### src/sv/rci_pkg.sv
// rci_pkg: constants, widths and stage payload types for the ray/circle pipeline
// depends on nothing; used by every rci module and the top level
package rci_pkg;

    localparam int FRAC_BITS = 16;

    localparam int M_W   = 33;                      // origin minus center
    localparam int BP_W  = 51;                      // one product of b
    localparam int B_W   = 52;                      // b = m.d
    localparam int MM_W  = 66;                      // m.m
    localparam int RR_W  = 62;                      // r*r
    localparam int BSQ_W = 2 * B_W;                 // b*b
    localparam int HALF  = B_W / 2;
    localparam int POS_W = ((BSQ_W > MM_W + 2 * FRAC_BITS) ? BSQ_W
                                                           : (MM_W + 2 * FRAC_BITS)) + 1;
    localparam int DIF_W = POS_W + 1;
    localparam int SQ_W  = (POS_W + 1) / 2;         // root bits
    localparam int DW    = 2 * SQ_W;                // padded radicand
    localparam int REM_W = SQ_W + 3;
    localparam int T_W   = ((B_W > SQ_W + 1) ? B_W : (SQ_W + 1)) + 2;
    localparam int TS_W  = T_W - FRAC_BITS;
    localparam int PQ_W  = 50;                      // dir times t
    localparam int Q_W   = 51;                      // hit point before clamp

    typedef struct packed {
        logic signed [31:0] px;
        logic signed [31:0] py;
        logic signed [17:0] dx;
        logic signed [17:0] dy;
    } t_geo;

    typedef struct packed {
        t_geo                   geo;
        logic signed [B_W-1:0]  b;
        logic [POS_W-1:0]       disc;
        logic                   miss;
    } t_fr2sq;

    typedef struct packed {
        t_geo                   geo;
        logic signed [B_W-1:0]  b;
        logic [SQ_W-1:0]        root;
        logic                   miss;
    } t_sq2bk;

endpackage

### src/sv/rci_back.sv
// rci_back: four-stage back end, t, its clamp, the hit point and the output register
// depends on rci_pkg
module rci_back (
    input  logic                 i_clk,
    input  logic                 i_rst_n,
    input  logic                 i_valid,
    output logic                 o_ready,
    input  rci_pkg::t_sq2bk      i_data,
    output logic                 o_valid,
    input  logic                 i_ready,
    output logic                 o_hit,
    output logic [30:0]          o_t_distance,
    output logic signed [31:0]   o_hit_x,
    output logic signed [31:0]   o_hit_y,
    output logic                 o_saturated
);
    localparam int NS = 4;
    localparam int F  = rci_pkg::FRAC_BITS;

    logic [NS-1:0] r_v;
    logic [NS:0]   w_rdy;

    rci_pkg::t_geo                   r_geo0, r_geo1, r_geo2;
    logic                            r_miss0, r_miss1, r_miss2;
    logic signed [rci_pkg::T_W-1:0]  r_t0;
    logic [30:0]                     r_tq1, r_tq2;
    logic                            r_sat1, r_sat2;
    logic signed [rci_pkg::PQ_W-1:0] r_qx2, r_qy2;
    logic                            r_hit, r_sat;
    logic [30:0]                     r_t;
    logic signed [31:0]              r_hx, r_hy;

    logic [rci_pkg::T_W-1:0]         w_tnn;
    logic [rci_pkg::TS_W-1:0]        w_tsh;
    logic                            w_tovf;
    logic signed [rci_pkg::Q_W-1:0]  w_sx, w_sy;
    logic                            w_ovx, w_unx, w_ovy, w_uny;
    logic signed [31:0]              w_cx, w_cy;

    always_comb begin
        w_rdy[NS] = i_ready;
        for (int k = NS - 1; k >= 0; k--) begin
            w_rdy[k] = !r_v[k] || w_rdy[k+1];
        end
    end

    assign o_ready = w_rdy[0];
    assign o_valid = r_v[NS-1];

    always_ff @(posedge i_clk) begin
        if (!i_rst_n) begin
            r_v <= '0;
        end else begin
            if (w_rdy[0]) begin
                r_v[0] <= i_valid;
            end
            for (int k = 1; k < NS; k++) begin
                if (w_rdy[k]) begin
                    r_v[k] <= r_v[k-1];
                end
            end
        end
    end

    // negative t clamps to zero, then drop fraction bits
    assign w_tnn  = r_t0[rci_pkg::T_W-1] ? '0 : rci_pkg::T_W'(r_t0);
    assign w_tsh  = w_tnn[rci_pkg::T_W-1:F];
    assign w_tovf = |w_tsh[rci_pkg::TS_W-1:31];

    // arithmetic shift gives floor of d*t
    assign w_sx = $signed(rci_pkg::Q_W'(r_geo2.px)) + rci_pkg::Q_W'(r_qx2 >>> F);
    assign w_sy = $signed(rci_pkg::Q_W'(r_geo2.py)) + rci_pkg::Q_W'(r_qy2 >>> F);

    assign w_ovx = !w_sx[rci_pkg::Q_W-1] && (|w_sx[rci_pkg::Q_W-2:31]);
    assign w_unx =  w_sx[rci_pkg::Q_W-1] && !(&w_sx[rci_pkg::Q_W-2:31]);
    assign w_ovy = !w_sy[rci_pkg::Q_W-1] && (|w_sy[rci_pkg::Q_W-2:31]);
    assign w_uny =  w_sy[rci_pkg::Q_W-1] && !(&w_sy[rci_pkg::Q_W-2:31]);

    assign w_cx = w_ovx ? 32'sh7fffffff : (w_unx ? 32'sh80000000 : w_sx[31:0]);
    assign w_cy = w_ovy ? 32'sh7fffffff : (w_uny ? 32'sh80000000 : w_sy[31:0]);

    always_ff @(posedge i_clk) begin
        if (w_rdy[0]) begin
            r_geo0  <= i_data.geo;
            r_miss0 <= i_data.miss;
            r_t0    <= -$signed(rci_pkg::T_W'(i_data.b))
                     - $signed(rci_pkg::T_W'({1'b0, i_data.root}));
        end
        if (w_rdy[1]) begin
            r_geo1  <= r_geo0;
            r_miss1 <= r_miss0;
            r_tq1   <= w_tovf ? 31'h7fffffff : w_tsh[30:0];
            r_sat1  <= w_tovf;
        end
        if (w_rdy[2]) begin
            r_geo2  <= r_geo1;
            r_miss2 <= r_miss1;
            r_tq2   <= r_tq1;
            r_sat2  <= r_sat1;
            r_qx2   <= r_geo1.dx * $signed({1'b0, r_tq1});
            r_qy2   <= r_geo1.dy * $signed({1'b0, r_tq1});
        end
        if (w_rdy[3]) begin
            r_hit <= !r_miss2;
            r_t   <= r_miss2 ? '0 : r_tq2;
            r_hx  <= r_miss2 ? '0 : w_cx;
            r_hy  <= r_miss2 ? '0 : w_cy;
            r_sat <= !r_miss2 && (r_sat2 || w_ovx || w_unx || w_ovy || w_uny);
        end
    end

    assign o_hit        = r_hit;
    assign o_t_distance = r_t;
    assign o_hit_x      = r_hx;
    assign o_hit_y      = r_hy;
    assign o_saturated  = r_sat;

endmodule
### config.mk
export PLATFORM = sky130hd
export DESIGN_NAME = rci_back
export DESIGN_NICKNAME = d
export VERILOG_FILES = /design/src/sv/rci_pkg.sv /design/src/sv/rci_back.sv
export SDC_FILE = /design/constraint.sdc
export NUM_CORES = 2
export LEC_CHECK = 0
export BUFFER_PORTS_ARGS = -buffer_cell sky130_fd_sc_hd__clkbuf_2
export CAP_MARGIN = 0
export CORE_ASPECT_RATIO = 1.5
export CORE_MARGIN = 2
export CORE_UTILIZATION = 58
export CTS_CLUSTER_DIAMETER = 200
export DETAILED_ROUTE_END_ITERATION = 8
export MAX_ROUTING_LAYER = met4
export PLACE_DENSITY = 0.81
export SLEW_MARGIN = 20
export SYNTH_ARGS = -nofsm -noshare
export SYNTH_HDL_FRONTEND = slang
export SYNTH_SLANG_ARGS = --single-unit
### constraint.sdc
create_clock -name i_clk -period 6.3 [get_ports i_clk]
set_input_delay 1.26 -clock i_clk [delete_from_list [all_inputs] [get_ports i_clk]]
set_output_delay 1.26 -clock i_clk [all_outputs]
set_load 0.01 [all_outputs]
* After elaboration in Yosys (flattened, before gate mapping) *
Cells that the tools add are included.

word-level totals
  flip-flop bits (word level) = 588
  input port bits = 210
  output and inout bits = 99
  word-level logic and storage cells = 71

operators by class
  add/sub/neg operators = 4
  multipliers = 2
  muxes and demuxes = 5
  reduce and logical (&&, ||, !) cells = 29

operator list
  cell                          count
  multiplier 18 x 32 -> 50 bit  2
  adder 32 x 34 -> 35 bit       2
  2-to-1 mux 32 bit             2
  2-to-1 mux 31 bit             2
  negator 52 -> 56 bit          1
  subtractor 56 x 54 -> 56 bit  1
  2-to-1 mux 55 bit             1
  AND reduction 19 bit          2
  OR reduction 19 bit           2
  zero test 1 bit               9
  OR reduction 9 bit            1
  logical OR 1 bit              8
  logical AND 1 bit             5
  OR reduction 2 bit            2

* Longest topological paths before layout *
  depth after elaboration = 8
  mapped depth = 27

* Worst setup path after synthesis *
OpenSTA, ideal clock, no wires.

  path type = register to register
  start = reg r_tq1[17]
  end = reg r_qx2[49] (netlist bit) (data pin)
  arrival = 6.560 ns
  required time = 6.040 ns
  setup slack = -0.520 ns
  stages on the path, launching flop included = 27
  path buffers = 2
  clock period less this slack = 6.820 ns
  cells stage by stage = edfxtp_1 clkbuf_1 clkbuf_1 nand2_1 fa_1 inv_1 fa_1 inv_1 fa_1 fa_1 inv_1 fa_1 inv_1 fa_1 inv_1 ha_1 nand4_1 a2111oi_0 o311ai_0 a21oi_1 and4bb_2 o2111ai_1 a31oi_1 a221oi_1 o211ai_1 a21oi_1 xnor2_1

on the way
  word-level cells in the longest chain between the ends = 1

RTL lines
  item                          RTL line         source
  start, declared               rci_back.sv:26   logic [30:0] r_tq1, r_tq2;
  start signal, assigned        rci_back.sv:92   r_tq1 <= w_tovf ? 31'h7fffffff : w_tsh[30:0];
  multiplier 18 x 32 -> 50 bit  rci_back.sv:100  r_qx2 <= r_geo1.dx * $signed({1'b0, r_tq1});
  end signal, assigned          rci_back.sv:100
  end, declared                 rci_back.sv:28   logic signed [rci_pkg::PQ_W-1:0] r_qx2, r_qy2;

No other way between the ends.
A chain may end at the register's enable or synchronous reset.

* Final worst setup path *
  start = reg r_geo1[8] (netlist bit)
  end = reg r_qy2[44] (netlist bit) (data pin)

on the way
  word-level cells in the longest chain between the ends = 1

RTL lines
  item                          RTL line         source
  start, declared               rci_back.sv:23   rci_pkg::t_geo r_geo0, r_geo1, r_geo2;
  start signal, assigned        rci_back.sv:90   r_geo1 <= r_geo0;
  multiplier 18 x 32 -> 50 bit  rci_back.sv:101  r_qy2 <= r_geo1.dy * $signed({1'b0, r_tq1});
  end signal, assigned          rci_back.sv:101
  end, declared                 rci_back.sv:28

No other way between the ends.

==> reports/results.ini <==
[run_status]
status=finished with violations
violations=negative setup slack

[sta]
relSlewSlack_pct=40.6
setup_ws_ps=-515
setup-tns-final_ps=-11090
skew_ps=38.9
final-hold-violation-count=0
rsz0062_at_grt=true
layout_min_cycle_time_ps=6810
setup_viol=41
fmax_mhz=147
max_slew.worst_pin.slew_ps=889
slew_viol_final=0
timing.final.crit_share_pct=108

[logic_synthesis]
synth-edff-count=536
syn_nets=7263
yosys.cell_types.count=86
yosysTopAreaCell=fa_1
netlist_area_um2=58600
async_reset_ff_share_pct=0
synth_top_area_share_pct=31.7
yosys_warnings=0
syn_inst=5645
yosys-top-cells-area=fa_1, edfxtp_1, ha_1
synth_seq_cells=540
synth.most_common_cell=inv_1
synth-main-ff-cell=edfxtp_1
synth-seq-area-share_pct=27.6
synth_common_cells=inv_1, fa_1, nand2_1
avgSynthCellArea_um2=10.4

[floorplan]
rows=142
core_um2=100000
io_pins=309
dieArea_um2=104000
start_util_pct=58.6
chipWidth_um=263
fp.dieH_um=393

[worst_hold_path]
hold_path_end=r_geo2[78]$_DFFE_PP_
hold_class=flop to flop
worstHoldPathCells=0
min_from=r_geo1[78]$_DFFE_PP_

[placed_design]
place_ws_ps=-472
dp_hpwl_um=117000
io_buffers=308
place.gp.congestion=0.960
dpl.cell_count=7384

[cells_and_area]
nFillCells=7136
syn_to_final_growth_pct=15.8
seqCellArea_um2=16200
stdcell_count=7540
fin_nets=7816
drive_above_1_share_pct=16.7
multi_input_area_um2=37500

[grt]
grt_pass1_wl_um=234000
antenna_found_initial=2
gr-total-overflow=0
grt_max_degree=134
met3_usage_pct=4.62
grt_use_met2_pct=52.1
first_global_vias=44900
grtUsageMet1_pct=34.5
track_usage_pct=30.2
top_usage_layer=met2

[clock_tree]
clkSinkCount=540
clkLatencyLatePin_ps=670
clockBufferDepth=3
cts_root_buffer=clkbuf_16
cts_buffers=53
clk_pin_slew_worst_paths_ps=60
h-tree-depth=2
tritoncts=built

[drt]
drtIter0Drc=3131
vias=41500
routed_wl_um=149000
ant_nets=0
viasPerCell=5.51
drc_errors=0
wl_per_cell_um=19.8
dr.pass1.iters=6

[critical_path]
startpoint_type=flop
cp_data_required_time_ps=6770
regToRegSetupSlack_ps=-510
crit_type=flop to flop
cp-end-kind=flop
r2r_end=r_qy2[44]$_DFFE_PP_
arrival_ps=7290
reg2reg_depth=23
worstPathMaxFanout=6
r2r_start=r_geo1[8]$_DFFE_PP_

[run]
max_cap_viol_count=0

-- state kept, by name (all words and copies together), names as in the netlist --
signal and cells:
r_t0 40, r_geo1 100, o_hit 1, r_miss1 1, r_sat2 1, r_tq1 31
o_saturated 1, o_hit_x 32, r_miss0 1, r_geo2 64, o_t_distance 31, r_tq2 31
r_v 4, r_qy2 34, o_hit_y 32, r_qx2 34, r_geo0 100, r_miss2 1
r_sat1 1
-- through the flow --
stage | cell area [um^2] | util (%) | hold slack [ps]
floorplan | 59200 | - | 400
global placement | 64700 | 64.7 | 401
detailed placement | 64700 | 64.7 | 405
CTS | 67300 | 67.2 | 416
global route | 67800 | 67.8 | 412
finish | 67800 | 67.8 | 414
-- cell usage in the layout, fill, tap and decap left out, types with 13 or more instances in the layout --
master and n:
a21o_1 94, a21oi_1 135, a21oi_2 14, a31oi_1 13, and2_1 442, and2_4 19, buf_12 62, buf_4 349
buf_6 27, clkbuf_16 53, clkbuf_2 308, edfxtp_1 536, fa_1 898, fa_2 30, ha_1 456, ha_4 22
inv_1 1236, inv_2 29, nand2_1 669, nand2b_1 32, nand3_1 21, nand4_1 19, nor2_1 137, nor2b_1 52
nor3_1 19, o21a_1 26, o21ai_0 127, o21ai_1 17, o21bai_1 18, xnor2_1 79, xor2_1 55
-- cell families (layout without fill, tap and decap cells) --
group                    Yosys count  count (layout)  synth area share [%]
AO/OA/AOI/OAI                    559             559                  6.22
XOR/XNOR                         144             144                  2.15
adder cells (fa/ha/maj)         1408            1408                  42.0
buffers and inverters           1520            2117                  9.78
flip-flops                       540             540                  27.6
multiplexers                       1               1                0.0171
other                              0               2                     0
AND/OR/NAND/NOR                 1473            1473                  12.2
-- worst max-delay path, stage by stage (launching register included) --
cell and delay, ps:
edfxtp_1 550, buf_4 220, buf_4 150, and2_1 160, fa_1 480, inv_1 50, fa_1 420, fa_1 560
inv_1 60, fa_1 570, fa_1 450, fa_1 390, ha_1 250, a21oi_2 150, a2bb2oi_1 200, o211ai_1 190
a311oi_4 370, a21oi_4 120, o211a_4 270, o21a_4 210, a21oi_4 230, o21bai_4 80, a2111o_1 420, o2111ai_2 90
-- what timing repair did --
| action | 4_1_cts | 5_1_grt |
|---|---|---|
| pin swaps | 72 | 73 |
| cloned | 3 | 0 |
| hold buffers | 0 | 0 |
| setup endpoints to repair | 41 | 56 |
| buffers inserted | 34 | 20 |
| gates resized for setup | 81 | 118 |
-- layer usage --
layer / vias to the layer above / wire length (um)
met5: - / 0
met4: 0 / 8870
met3: 517 / 11400
met2: 1815 / 75700
met1: 20700 / 53500
li1: 18500 / -
-- worst max path at each step --
stage                                 start             endpoint  slack (ps)  cells after the start
floorplan           r_tq1[24]$_SDFFCE_PP1P_  r_qx2[46]$_DFFE_PP_         -70                     25
global placement    r_tq1[21]$_SDFFCE_PP1P_  r_qx2[46]$_DFFE_PP_        -360                     24
detailed placement   r_tq1[8]$_SDFFCE_PP1P_  r_qy2[44]$_DFFE_PP_        -470                     26
CTS                  r_tq1[8]$_SDFFCE_PP1P_  r_qy2[44]$_DFFE_PP_        -370                     24
global route         r_tq1[7]$_SDFFCE_PP1P_  r_qy2[44]$_DFFE_PP_        -670                     25
finish                  r_geo1[8]$_DFFE_PP_  r_qy2[44]$_DFFE_PP_        -510                     23
-- area by class of cell --
cell class,count,area share [%]
Clock inverter,40,0.827
Sequential cell,540,23.9
Tap cell,1296,2.39
Clock buffer,59,1.99
Antenna cell,2,0.00738
Inverter,1267,7.03
Timing Repair Buffer,751,8.56
Multi-Input combinational cell,3585,55.3
Power is left out: the tool's default activity adds up to more than one toggle a clock period on the data nets, which glitch-free logic cannot reach.
